<file path="config.mk">
export PLATFORM = sky130hd
export DESIGN_NAME = rbcm_seq
export DESIGN_NICKNAME = d
export VERILOG_FILES = /design/src/rtl/core/rbcm_pkg.sv /design/src/rtl/core/rbcm_seq.sv
export SDC_FILE = /design/constraint.sdc
export NUM_CORES = 1
export LEC_CHECK = 0
export ABC_AREA = 1
export BUFFER_PORTS_ARGS = -buffer_cell sky130_fd_sc_hd__buf_4
export CORE_MARGIN = 5
export CORE_UTILIZATION = 58
export CTS_BUF_LIST = sky130_fd_sc_hd__clkbuf_8
export DETAILED_ROUTE_END_ITERATION = 10
export HOLD_SLACK_MARGIN = 0.12
export PLACE_DENSITY = 0.79
export SLEW_MARGIN = 20
export SYNTH_ARGS = -nofsm -noshare
export SYNTH_HDL_FRONTEND = slang
export SYNTH_SLANG_ARGS = --single-unit
</file>
<file path="constraint.sdc">
create_clock -name clk -period 6.57 [get_ports clk]
set_input_delay 0.3285 -clock clk [delete_from_list [all_inputs] [get_ports clk]]
set_output_delay 0.3285 -clock clk [all_outputs]
set_load 0.005 [all_outputs]
</file>
<file path="src/rtl/core/rbcm_pkg.sv">
// shared types and constants for the residual bin context modeler
// no dependencies
`default_nettype none

package rbcm_pkg;

  localparam int CONTEXT_DEPTH = 512;
  localparam int CTX_AW        = $clog2(CONTEXT_DEPTH);
  localparam int CTX_IDX_W     = 9;

  localparam logic [15:0] PROB_HALF = 16'h8000;

  localparam logic [CTX_IDX_W-1:0] CTX_SIGN_BASE    = 9'd3;
  localparam logic [CTX_IDX_W-1:0] CTX_TREE_BASE    = 9'd6;
  localparam logic [CTX_IDX_W-1:0] CTX_CLASS_STRIDE = 9'd45;
  localparam logic [CTX_IDX_W-1:0] CTX_COMP_STRIDE  = 9'd15;
  localparam logic [2:0]           LEN_CLASS_MAX    = 3'd4;

  localparam logic ACT_TRIPLE = 1'b0;
  localparam logic ACT_UPDATE = 1'b1;

  localparam logic [1:0] LAST_COMP  = 2'd2;
  localparam logic [1:0] LAST_LEVEL = 2'd3;

  localparam logic [CTX_IDX_W-1:0] CTX_Z_NONZERO = 9'd2;
  localparam logic [CTX_IDX_W-1:0] CTX_Z_SIGN    = 9'd5;

  typedef enum logic [1:0] {
    PH_IDLE = 2'd0,
    PH_GT0  = 2'd1,
    PH_TREE = 2'd2,
    PH_SIGN = 2'd3
  } phase_t;

  // bin leaving the sequencer
  typedef struct packed {
    logic                 emit;
    logic                 bin_value;
    logic [CTX_IDX_W-1:0] addr;
    logic                 final_bin;
  } res_t;

  // probability write-back into the context store
  typedef struct packed {
    logic                 we;
    logic [CTX_IDX_W-1:0] addr;
    logic [15:0]          data;
  } wr_t;

endpackage

`default_nettype wire

</file>
<file path="src/rtl/core/rbcm_seq.sv">
// bin sequencer: phase state machine, context address and bin value
// depends on rbcm_pkg
`default_nettype none

module rbcm_seq (
  input  wire logic           clk,
  input  wire logic           rst_n,
  input  wire logic           fire,
  input  wire logic           action,
  input  wire logic           x_zero,
  input  wire logic [3:0]     x_length,
  input  wire logic           x_sign,
  input  wire logic           y_zero,
  input  wire logic [3:0]     y_length,
  input  wire logic           y_sign,
  input  wire logic           z_zero,
  input  wire logic [3:0]     z_length,
  input  wire logic           z_sign,
  input  wire logic [15:0]    update_prob,
  output rbcm_pkg::res_t      res,
  output rbcm_pkg::wr_t       wr
);

  rbcm_pkg::phase_t phase_r, phase_nxt;
  logic [1:0]  comp_r, comp_nxt;
  logic [2:0]  cls_r, cls_nxt;
  logic [3:0]  node_r, node_nxt;
  logic [1:0]  lvl_r, lvl_nxt;
  logic [17:0] held_r, held_nxt;
  logic        emit;
  logic        adv_comp;
  logic        cur_bit;
  logic [5:0]  cur_slice;
  logic [5:0]  nxt_slice;
  logic [4:0]  cls_sum;
  logic [3:0]  cls_raw;

  function automatic logic [5:0] comp_slice(input logic [17:0] held, input logic [1:0] c);
    logic [5:0] s;
    case (c)
      2'd1:    s = held[11:6];
      2'd2:    s = held[17:12];
      default: s = held[5:0];
    endcase
    return s;
  endfunction

  function automatic logic bin_bit(input rbcm_pkg::phase_t ph, input logic [5:0] s,
                                   input logic [1:0] lvl);
    logic [3:0] len;
    logic       b;
    len = s[4:1];
    case (ph)
      rbcm_pkg::PH_GT0:  b = ~s[5];
      rbcm_pkg::PH_SIGN: b = s[0];
      default:           b = len[2'd3 - lvl];
    endcase
    return b;
  endfunction

  function automatic logic [rbcm_pkg::CTX_IDX_W-1:0] ctx_addr(
    input rbcm_pkg::phase_t ph, input logic [1:0] c, input logic [2:0] cl,
    input logic [3:0] nd);
    logic [rbcm_pkg::CTX_IDX_W-1:0] a;
    case (ph)
      rbcm_pkg::PH_GT0:  a = {7'd0, c};
      rbcm_pkg::PH_SIGN: a = rbcm_pkg::CTX_SIGN_BASE + {7'd0, c};
      default: begin
        a = rbcm_pkg::CTX_TREE_BASE
          + {6'd0, cl} * rbcm_pkg::CTX_CLASS_STRIDE
          + {7'd0, c} * rbcm_pkg::CTX_COMP_STRIDE
          + {5'd0, nd - 4'd1};
      end
    endcase
    return a;
  endfunction

  assign cur_slice = comp_slice(held_r, comp_r);
  assign cur_bit   = bin_bit(phase_r, cur_slice, lvl_r);
  assign cls_sum   = {1'b0, held_r[4:1]} + 5'd1;
  assign cls_raw   = cls_sum[4:1];

  // next state
  always_comb begin
    phase_nxt = phase_r;
    comp_nxt  = comp_r;
    cls_nxt   = cls_r;
    node_nxt  = node_r;
    lvl_nxt   = lvl_r;
    held_nxt  = held_r;
    emit      = 1'b0;
    adv_comp  = 1'b0;
    wr.we     = 1'b0;
    wr.addr   = ctx_addr(phase_r, comp_r, cls_r, node_r);
    wr.data   = update_prob;
    if (fire) begin
      if (action == rbcm_pkg::ACT_TRIPLE) begin
        if (phase_r == rbcm_pkg::PH_IDLE) begin
          held_nxt  = {z_zero, z_length, z_sign, y_zero, y_length, y_sign,
                       x_zero, x_length, x_sign};
          comp_nxt  = 2'd0;
          cls_nxt   = 3'd0;
          node_nxt  = 4'd1;
          lvl_nxt   = 2'd0;
          phase_nxt = rbcm_pkg::PH_GT0;
          emit      = 1'b1;
        end
      end else if (phase_r != rbcm_pkg::PH_IDLE) begin
        wr.we = 1'b1;
        emit  = 1'b1;
        case (phase_r)
          rbcm_pkg::PH_GT0: begin
            if (cur_slice[5]) begin
              adv_comp = 1'b1;
            end else begin
              node_nxt  = 4'd1;
              lvl_nxt   = 2'd0;
              phase_nxt = rbcm_pkg::PH_TREE;
            end
          end
          rbcm_pkg::PH_TREE: begin
            if (lvl_r == rbcm_pkg::LAST_LEVEL) begin
              node_nxt  = 4'd1;
              lvl_nxt   = 2'd0;
              phase_nxt = rbcm_pkg::PH_SIGN;
            end else begin
              node_nxt = {node_r[2:0], cur_bit};
              lvl_nxt  = lvl_r + 2'd1;
            end
          end
          default: adv_comp = 1'b1;
        endcase
        if (adv_comp) begin
          if (comp_r == 2'd0) begin
            cls_nxt = (cls_raw > {1'b0, rbcm_pkg::LEN_CLASS_MAX}) ?
                      rbcm_pkg::LEN_CLASS_MAX : cls_raw[2:0];
          end
          if (comp_r == rbcm_pkg::LAST_COMP) begin
            comp_nxt  = 2'd0;
            phase_nxt = rbcm_pkg::PH_IDLE;
            emit      = 1'b0;
          end else begin
            comp_nxt  = comp_r + 2'd1;
            phase_nxt = rbcm_pkg::PH_GT0;
          end
        end
      end
    end
  end

  // bin for the state being entered
  assign nxt_slice = comp_slice(held_nxt, comp_nxt);

  always_comb begin
    res.emit      = emit;
    res.bin_value = bin_bit(phase_nxt, nxt_slice, lvl_nxt);
    res.addr      = ctx_addr(phase_nxt, comp_nxt, cls_nxt, node_nxt);
    res.final_bin = (comp_nxt == rbcm_pkg::LAST_COMP) &&
                    ((phase_nxt == rbcm_pkg::PH_SIGN) ||
                     ((phase_nxt == rbcm_pkg::PH_GT0) && nxt_slice[5]));
  end

  always_ff @(posedge clk) begin
    if (!rst_n) begin
      phase_r <= rbcm_pkg::PH_IDLE;
      comp_r  <= 2'd0;
      cls_r   <= 3'd0;
      node_r  <= 4'd1;
      lvl_r   <= 2'd0;
      held_r  <= 18'd0;
    end else begin
      phase_r <= phase_nxt;
      comp_r  <= comp_nxt;
      cls_r   <= cls_nxt;
      node_r  <= node_nxt;
      lvl_r   <= lvl_nxt;
      held_r  <= held_nxt;
    end
  end

endmodule

`default_nettype wire

</file>
==> results.cfg, run 1 <==
[run_status]
status = finished, final reports clean

[detailed_routing]
drt_first_pass_iters = 5
wl_um = 9300
routed-via-count = 3564
wire_per_inst_um = 13.9
drt_iter0_drc = 242
drt-vias-per-instance = 5.31
drc = 0
ant_nets = 0

[worst_setup_path]
worstSetupEndpointType = primary output
cpLargestDelayFamily = adder cells
cp_data_arrival_time_ps = 5920
worst_path_max_delay_cell = fa_1
criticalPathCategory = flop to primary output
slowest_delay_ps = 540
path_buf_inv = 6
crit_top_cell = fa_1
crit_required_ps = 6240
cp_max_fo = 9
cp-start-kind = flop

[timing]
max-slew-margin-rel_pct = 30.4
setup_slack_ps = 317
fin_crit_ps = 6250
final-setup-viol-count = 0
max_freq_mhz = 160
maxSlewViolCount = 0
fin_crit_sh_pct = 95.2
worst_pin_slew_ps = 1030
rsz0062_at_grt = false
skew_ps = 7.69
tns_ps = 0
hold_violations = 0

[floorplanning]
io_pins = 76
die_width_um = 92.4
start_util_pct = 58.7
row_count = 30
die_h_um = 92.4
die_area_mm2 = 0.00854
core-area_mm2 = 0.00672

[yosys]
synth_area_leaders = ha_1 19%, dfxtp_1 16%, nand2_1 11%
async_flop_share_pct = 0
syn_area_per_cell_um2 = 6.95
synth_cell_types = 39
ys_dominant_reg_cell = dfxtp_1
syn_inst = 567
yosysWarnings = 0
synth_top_area_share_pct = 18.7
syn_nets = 686
synth-edff-count = 0
yosysTopAreaCell = ha_1
seq_area_frac_synth_pct = 15.7
ys_ff_latch = 31
syn_area_mm2 = 0.00394

[finish]
syn_to_final_growth_pct = 8.64
nets = 710
fill_cells = 624
instances_no_fill = 671
insertedDiodeCount = 0
drive_above_1_share_pct = 13.9

[hold_path]
hold_class = primary input to flop

[job]
drv_cap = 0

[power_and_ir_drop]
max-vdd-ir-drop_mv = 0.106
p_per_area_mw_per_mm2 = 151
report.power.total_mw = 0.648
p_leak_nw = 2.35

[clocking]
cts_hold_buf = 0
clock_latency_ps = 290
cts_tree = done
cts_sinks = 31
cts-buffers-inserted = 5
clockBufferDepth = 2
h-tree-depth = 2
postCtsSetupRepairBufs = 0
cts-root-buf = clkbuf_8
cts.clk_slew.worst_paths_ps = 60

[global_routing]
grt_pass1_vias = 3451
track_usage_pct = 22.6
grt_pass1_wl_um = 15700
gr-total-overflow = 0
antenna_found_initial = 0
grt_max_degree = 31

[placement]
place_inst = 664
hpwlAfterDp_um = 7510
port_buffers = 43
place_ws_ps = 284
place_congestion = 0.925
final timing paths:
path              slack (ps)             startpoint                    end  cells past startpoint
setup / recovery         320   comp_r[1]$_SDFF_PN0_                 res[9]                     28
setup reg to reg        4140   comp_r[0]$_SDFF_PN0_  phase_r[0]$_SDFF_PN0_                     13
hold reg to reg          560  held_r[13]$_SDFF_PN0_  held_r[13]$_SDFF_PN0_                      4
hold / removal           210                  rst_n   node_r[0]$_SDFF_PN1_                      2
Yosys cell counts, drive strengths merged (2+ instances only):
| cell type | instances |
|---|---|
| xnor2 | 3 |
| o22ai | 6 |
| nand2 | 128 |
| nor2 | 62 |
| a21oi | 24 |
| fa | 22 |
| xor2 | 7 |
| nand3 | 41 |
| inv | 109 |
| o211ai | 2 |
| buf | 23 |
| or2 | 2 |
| clkbuf | 4 |
| ha | 59 |
| o21ai | 32 |
| dfxtp | 31 |
area by class of cell:
type | instances | area, um2 | share of cell area, %
clock buffer | 5 | 68.8 | 1.61
clock inverter | 2 | 33.8 | 0.789
inverter | 110 | 414 | 9.67
multi-input combinational | 399 | 2710 | 63.4
sequential | 31 | 622 | 14.5
tap | 80 | 100 | 2.34
timing repair buffer | 44 | 330 | 7.71
state kept, by name (all words and copies together), names as in the netlist:
register / flops
held_r: 18
node_r: 4
cls_r: 3
comp_r: 2
lvl_r: 2
phase_r: 2
through the flow:
step	hold slack, ps	cell area [um2]	utilization, %
2_1_floorplan	398	3940	-
3_3_place_gp	507	4170	62.0
3_5_place_dp	509	4170	62.0
4_1_cts	215	4270	63.5
5_1_grt	234	4280	63.7
6_report	214	4280	63.7
cells in the final DEF, fill, tap and decap left out, types with 2 or more instances in the layout:
cell type  count
dfxtp_1       30
nand2_2        9
xnor2_1        3
o21ai_0       24
o22ai_2        2
o21ai_2        4
o22ai_1        4
clkbuf_8       5
inv_1        104
xor2_1         7
nand3_1       39
o211ai_1       2
ha_1          58
buf_4         44
or2_2          2
a21oi_1       24
inv_2          6
o21ai_1        4
nor2_1        60
fa_1          22
nand2_1      118
what timing repair did:
action | CTS | global route
resized for setup | 1 | 3
cloned | 0 | 0
pin swaps | 0 | 0
hold endpoints to repair | 0 | 0
endpoints found under the setup margin | 1 | 2
logic make-up after synthesis:
| kind of cell | share of synthesized area, % |
|---|---|
| adder cells (fa/ha/maj) | 29.9 |
| flip-flops | 15.7 |
| AO/OA/AOI/OAI | 10.5 |
| buffers and inverters | 15.7 |
| AND/OR/NAND/NOR | 25.9 |
| XOR/XNOR | 2.22 |
layer usage:
layer,track usage (%),routed length (um),up-vias
li1,-,-,1797
met5,0,0,-
met2,36.3,4210,128
met4,5.69,165,0
met1,31.9,4330,1621
met3,2.92,587,18
power by group:
group          internal, mW  leakage, nW  switching [mW]
Sequential            0.198        0.254         0.00855
Clock                 0.110       0.0554          0.0768
Combinational         0.103         2.04           0.151
Total                 0.411         2.35           0.237
No activity file was read; power rests on OpenSTA's default activity.
==> run 2: changes to the inputs <==
- CORE_UTILIZATION: 58 -> 53
- CTS_CLUSTER_DIAMETER: unset -> 50
- PLACE_DENSITY: 0.79 -> 0.88
- clock period: 6.57 -> 5.2 ns (I/O delays scaled with it)
==> run 2 against run 1 <==
  * The run now ends with setup timing left
  * Total power is 39% higher
  * Critical path depth unchanged
  * Via count grew 11%
  * Clock skew up 2.1 ps
  * First-iteration DRC count is 1.7% lower
  * Clock-buffer cell count is 1 higher
  * Combinational power increased by 54%
  * Sequential power is 25% higher
  * Register-to-register slack got worse by 1100 ps
==> results.cfg, run 2 (synthesis results as in run 1) <==
[clocking]
cts-buffers-inserted = 5
cts-root-buf = clkbuf_8
clock_latency_ps = 290
clockBufferDepth = 2
cts.clk_slew.worst_paths_ps = 70
cts_hold_buf = 0
cts_sinks = 31
cts_tree = done
h-tree-depth = 2

[finish]
reg_top3 = held_r (18), node_r (4), cls_r (3)
nets = 755
final_common_cell = nand2_1
largest_register = held_r
design_area_mm2 = 0.00482
layout_common_cells = 113 x nand2_1, 97 x inv_1, 87 x buf_4
largest_reg_flops = 18
multiInputGateArea_mm2 = 0.00285
insertedDiodeCount = 0
syn_to_final_growth_pct = 22.3
fill_cells = 582
drive_above_1_share_pct = 25.7
utilization_pct = 66.5
seqCellArea_um2 = 629

[detailed_routing]
drt_first_pass_iters = 5
wire_per_inst_um = 15.2
drt_iter0_drc = 238
wl_um = 11200
routed-via-count = 3959
ant_nets = 0
drc = 0
drt-vias-per-instance = 5.38

[global_routing]
track_usage_pct = 24.4
antenna_found_initial = 0
grt_pass1_wl_um = 17900
gr-total-overflow = 0
grt_max_degree = 31
grt_pass1_vias = 3989

[timing]
skew_ps = 9.82
max_freq_mhz = 180
fin_crit_ps = 5550
rsz0062_at_grt = true
worst_pin_slew_ps = 988
setup_slack_ps = -347
fin_crit_sh_pct = 107
hold_ws_ps = 155
maxSlewViolCount = 0
final-setup-viol-count = 4
max-slew-margin-rel_pct = 34.0
hold_violations = 0

[run_status]
violations = setup timing
status = finished, violations left

[floorplanning]
row_count = 31
start_util_pct = 54.3
core-area_mm2 = 0.00725
die_h_um = 96.2
die_area_mm2 = 0.00926
io_pins = 76
die_width_um = 96.2

[worst_setup_path]
r2r-start = comp_r[1]$_SDFF_PN0_
criticalPathCategory = flop to primary output
worst_path_max_delay_cell = fa_1
cp_data_arrival_time_ps = 5290
r2r_slack_ps = 3020
slowest_delay_ps = 520
cp_max_fo = 4
worstSetupEndpointType = primary output
crit_top_cell = fa_1
cp-start-kind = flop
crit_required_ps = 4940
endpoint = res[9]
worst_r2r_path_depth = 14
crit_start = comp_r[1]$_SDFF_PN0_
worstReg2RegEnd = phase_r[0]$_SDFF_PN0_

[power_and_ir_drop]
power_frac_clock_pct = 27.9
switchingPower_mw = 0.327
p_comb_share_pct = 43.5
power_frac_seq_pct = 28.7
p_per_area_mw_per_mm2 = 187
max-vdd-ir-drop_mv = 0.125
p_leak_nw = 2.60
switching_share_pct = 36.3
p_int_mw = 0.574

[placement]
place_ws_ps = -91.0
place_area_mm2 = 0.00450
port_buffers = 43
place_congestion = 0.930
hpwlAfterDp_um = 8480

[hold_path]
hold_class = primary input to flop

[job]
drv_cap = 0
## run 2: worst min-delay path by stage
stage	from	endpoint	cells after the start	slack, ps
final	rst_n	node_r[0]$_SDFF_PN1_	2	160
after CTS	rst_n	node_r[0]$_SDFF_PN1_	2	150
after global placement	rst_n	node_r[0]$_SDFF_PN1_	2	450
after detailed placement	rst_n	node_r[0]$_SDFF_PN1_	2	450
after floorplan	rst_n	node_r[0]$_SDFF_PN1_	1	330
after global routing	rst_n	node_r[0]$_SDFF_PN1_	2	160
## run 2: power by group through the flow
stage / Clock [mW] / Combinational, mW / Sequential (mW)
floorplan: 0 / 0.236 / 0.262
global placement: 0 / 0.343 / 0.262
detailed placement: 0 / 0.355 / 0.263
CTS: 0.252 / 0.369 / 0.258
global route: 0.261 / 0.439 / 0.260
finish: 0.251 / 0.392 / 0.258
## run 2: critical path, delay by kind of cell (launching register included)
| family | cells | cell delay [ps] |
|---|---|---|
| adders and majority gates | 7 | 2870 |
| AOI/OAI and AO/OA | 3 | 300 |
| xor gates and xnor gates | 1 | 130 |
| DFF | 1 | 380 |
| and+or+nand+nor | 11 | 940 |
| buffers and inverters | 6 | 370 |
## run 2: per-stage QoR
step	TNS, ps	total power, mW	std cells
final	-991	0.901	736
after global routing	-2160	0.959	736
after CTS	-689	0.878	730
after detailed placement	-91.0	0.618	716
after global placement	0	0.605	716
after floorplan	0	0.498	567
## run 2: what timing repair did
action / in CTS / in global routing
pin swaps: 19 / 23
resized for setup: 12 / 23
endpoints found under the setup margin: 3 / 7
setup buffers: 7 / 7
cloned: 0 / 0
endpoints found under the hold margin: 0 / 0
## run 2: final cells by class
type	instances	area share (%)
Tap cell	99	2.57
Sequential cell	31	13.1
Timing Repair Buffer	89	14.0
Multi-Input combinational cell	399	59.1
Inverter	110	8.77
Clock buffer	6	1.71
Clock inverter	2	0.727
## run 2: routing by layer
| layer | vias up | routed length [um] | track usage [%] |
|---|---|---|---|
| li1 | 1885 | - | - |
| met1 | 1835 | 4420 | 29.1 |
| met2 | 201 | 5520 | 42.7 |
| met3 | 38 | 849 | 3.83 |
| met4 | 0 | 366 | 11.0 |
| met5 | - | 0 | 0 |
==> run 3: changes to the inputs <==
- RECOVER_POWER: unset -> 50
==> run 3 against run 2 <==
  * The run still ends with setup timing left
  * Fmax shrank 0.16%
  * Sequential power about the same
  * Combinational power about the same
  * Clock-buffer cell count is the same
  * Clock power about the same
  * Hold slack got worse by 4.2 ps
  * Global-route usage did not move
  * Clock skew hardly changed
  * Cell count unchanged
  * Flip-flop and latch count unchanged
  * Non-clock buffer count did not move
  * Die area stayed put
  * Highest routed layer unchanged
==> results.cfg, run 3 (synthesis results as in run 1) <==
[global_routing]
track_usage_pct = 24.4
antenna_found_initial = 0
grt_max_degree = 31
grt_pass1_wl_um = 17900
use_met1_pct = 29.1
top_usage_layer = met2
grt_use_met3_pct = 3.83
gr-total-overflow = 0
grt_pass1_vias = 3989
met2_usage_pct = 42.7

[hold_path]
hold_class = primary input to flop
holdPathEnd = node_r[0]$_SDFF_PN1_
hold_path_depth = 2
hp-start = rst_n

[timing]
rsz0062_at_grt = true
hold_violations = 0
skew_ps = 9.80
maxSlewViolCount = 0
max-slew-margin-rel_pct = 17.8
final-setup-viol-count = 4
hold_ws_ps = 151
max_freq_mhz = 180
setup_slack_ps = -356
fin_crit_ps = 5560
fin_crit_sh_pct = 107
worst_pin_slew_ps = 1230

[clocking]
cts-buffers-inserted = 5
clock_latency_ps = 290
clockBufferDepth = 2
cts_sinks = 31
cts_tree = done
h-tree-depth = 2
cts-root-buf = clkbuf_8
cts.clk_slew.worst_paths_ps = 70
cts_hold_buf = 0

[detailed_routing]
drt_iter0_drc = 238
ant_nets = 0
drt_first_pass_iters = 7
drc = 0
wire_per_inst_um = 15.2
drt-vias-per-instance = 5.45
routed-via-count = 4010
wl_um = 11200

[floorplanning]
core-area_mm2 = 0.00725
start_util_pct = 54.3
io_pins = 76
die_width_um = 96.2
row_count = 31
die_area_mm2 = 0.00926
die_h_um = 96.2

[placement]
hpwlAfterDp_um = 8480
place_congestion = 0.930
place_inst = 716
port_buffers = 43

[worst_setup_path]
r2r-start = phase_r[1]$_SDFF_PN0_
worst_r2r_path_depth = 11
cp-start-kind = flop
crit_top_cell = nand2_1
r2r_slack_ps = 2700
cp_data_arrival_time_ps = 5300
worstReg2RegEnd = lvl_r[0]$_SDFF_PN0_
criticalPathCategory = flop to primary output
cp_max_fo = 7
slowest_delay_ps = 590
worst_path_max_delay_cell = dfxtp_1
cpLargestDelayFamily = adder cells
worstSetupEndpointType = primary output
path_buf_inv = 4
crit_required_ps = 4940

[finish]
final_common_cell = nand2_1
nets = 755
instances_no_fill = 736
reg_top3 = held_r (18), node_r (4), cls_r (3)
largest_register = held_r
drive_above_1_share_pct = 24.8
insertedDiodeCount = 0
syn_to_final_growth_pct = 22.0
utilization_pct = 66.3
largest_reg_flops = 18
layout_common_cells = 114 x nand2_1, 99 x inv_1, 86 x buf_4

[job]
drv_cap = 0

[power_and_ir_drop]
p_leak_nw = 2.60
max-vdd-ir-drop_mv = 0.126
report.power.total_mw = 0.901
p_per_area_mw_per_mm2 = 187

[run_status]
violations = setup timing
status = finished, violations left
run 3: cell count changes in the layout (fill, tap and decap cells not counted), sizes merged:
| cell | change |
|---|---|
| buf | -1 |
| clkbuf | +1 |
run 3: worst max-delay path by stage:
stage | startpoint | end | depth (start not counted)
floorplan | comp_r[0]$_SDFF_PN0_ | res[9] | 28
global placement | comp_r[0]$_SDFF_PN0_ | res[9] | 28
detailed placement | comp_r[1]$_SDFF_PN0_ | res[9] | 28
CTS | comp_r[1]$_SDFF_PN0_ | res[9] | 29
global route | lvl_r[0]$_SDFF_PN0_ | res[9] | 28
finish | lvl_r[0]$_SDFF_PN0_ | res[9] | 28
run 3: routing by layer:
| layer | wire length (um) | share of wire, % | vias up |
|---|---|---|---|
| met2 | 5420 | 48 | 234 |
| met1 | 4320 | 39 | 1837 |
| met5 | 0 | 0 | - |
| li1 | - | - | 1881 |
| met3 | 979 | 8.7 | 58 |
| met4 | 467 | 4.2 | 0 |
run 3: cell type report:
class	count	area, um2
tap	99	124
timing repair buffer	89	672
multi-input combinational	399	2840
inverter	110	423
clock inverter	2	35.0
sequential	31	629
clock buffer	6	82.6
fill	584	2450
run 3: what timing repair did:
action | CTS | global route
setup buffers | 7 | 7
resized for setup | 12 | 23
pin swaps | 19 | 23
hold endpoints to repair | 0 | 0
endpoints found under the setup margin | 3 | 7
run 3: stage by stage:
| stage | instance area (um2) | setup slack [ps] | setup TNS [ps] |
|---|---|---|---|
| CTS | 4690 | -301 | -689 |
| global placement | 4500 | 42.7 | 0 |
| finish | 4810 | -356 | -1050 |
| global route | 4810 | -595 | -2160 |
| detailed placement | 4500 | -91.0 | -91.0 |
| floorplan | 4000 | 0.839 | 0 |
run 3: where the power goes:
group / internal (mW) / leakage [nW] / switching [mW] / total (mW)
Sequential: 0.250 / 0.255 / 0.00869 / 0.259
Combinational: 0.168 / 2.28 / 0.222 / 0.390
Clock: 0.155 / 0.0612 / 0.0968 / 0.252
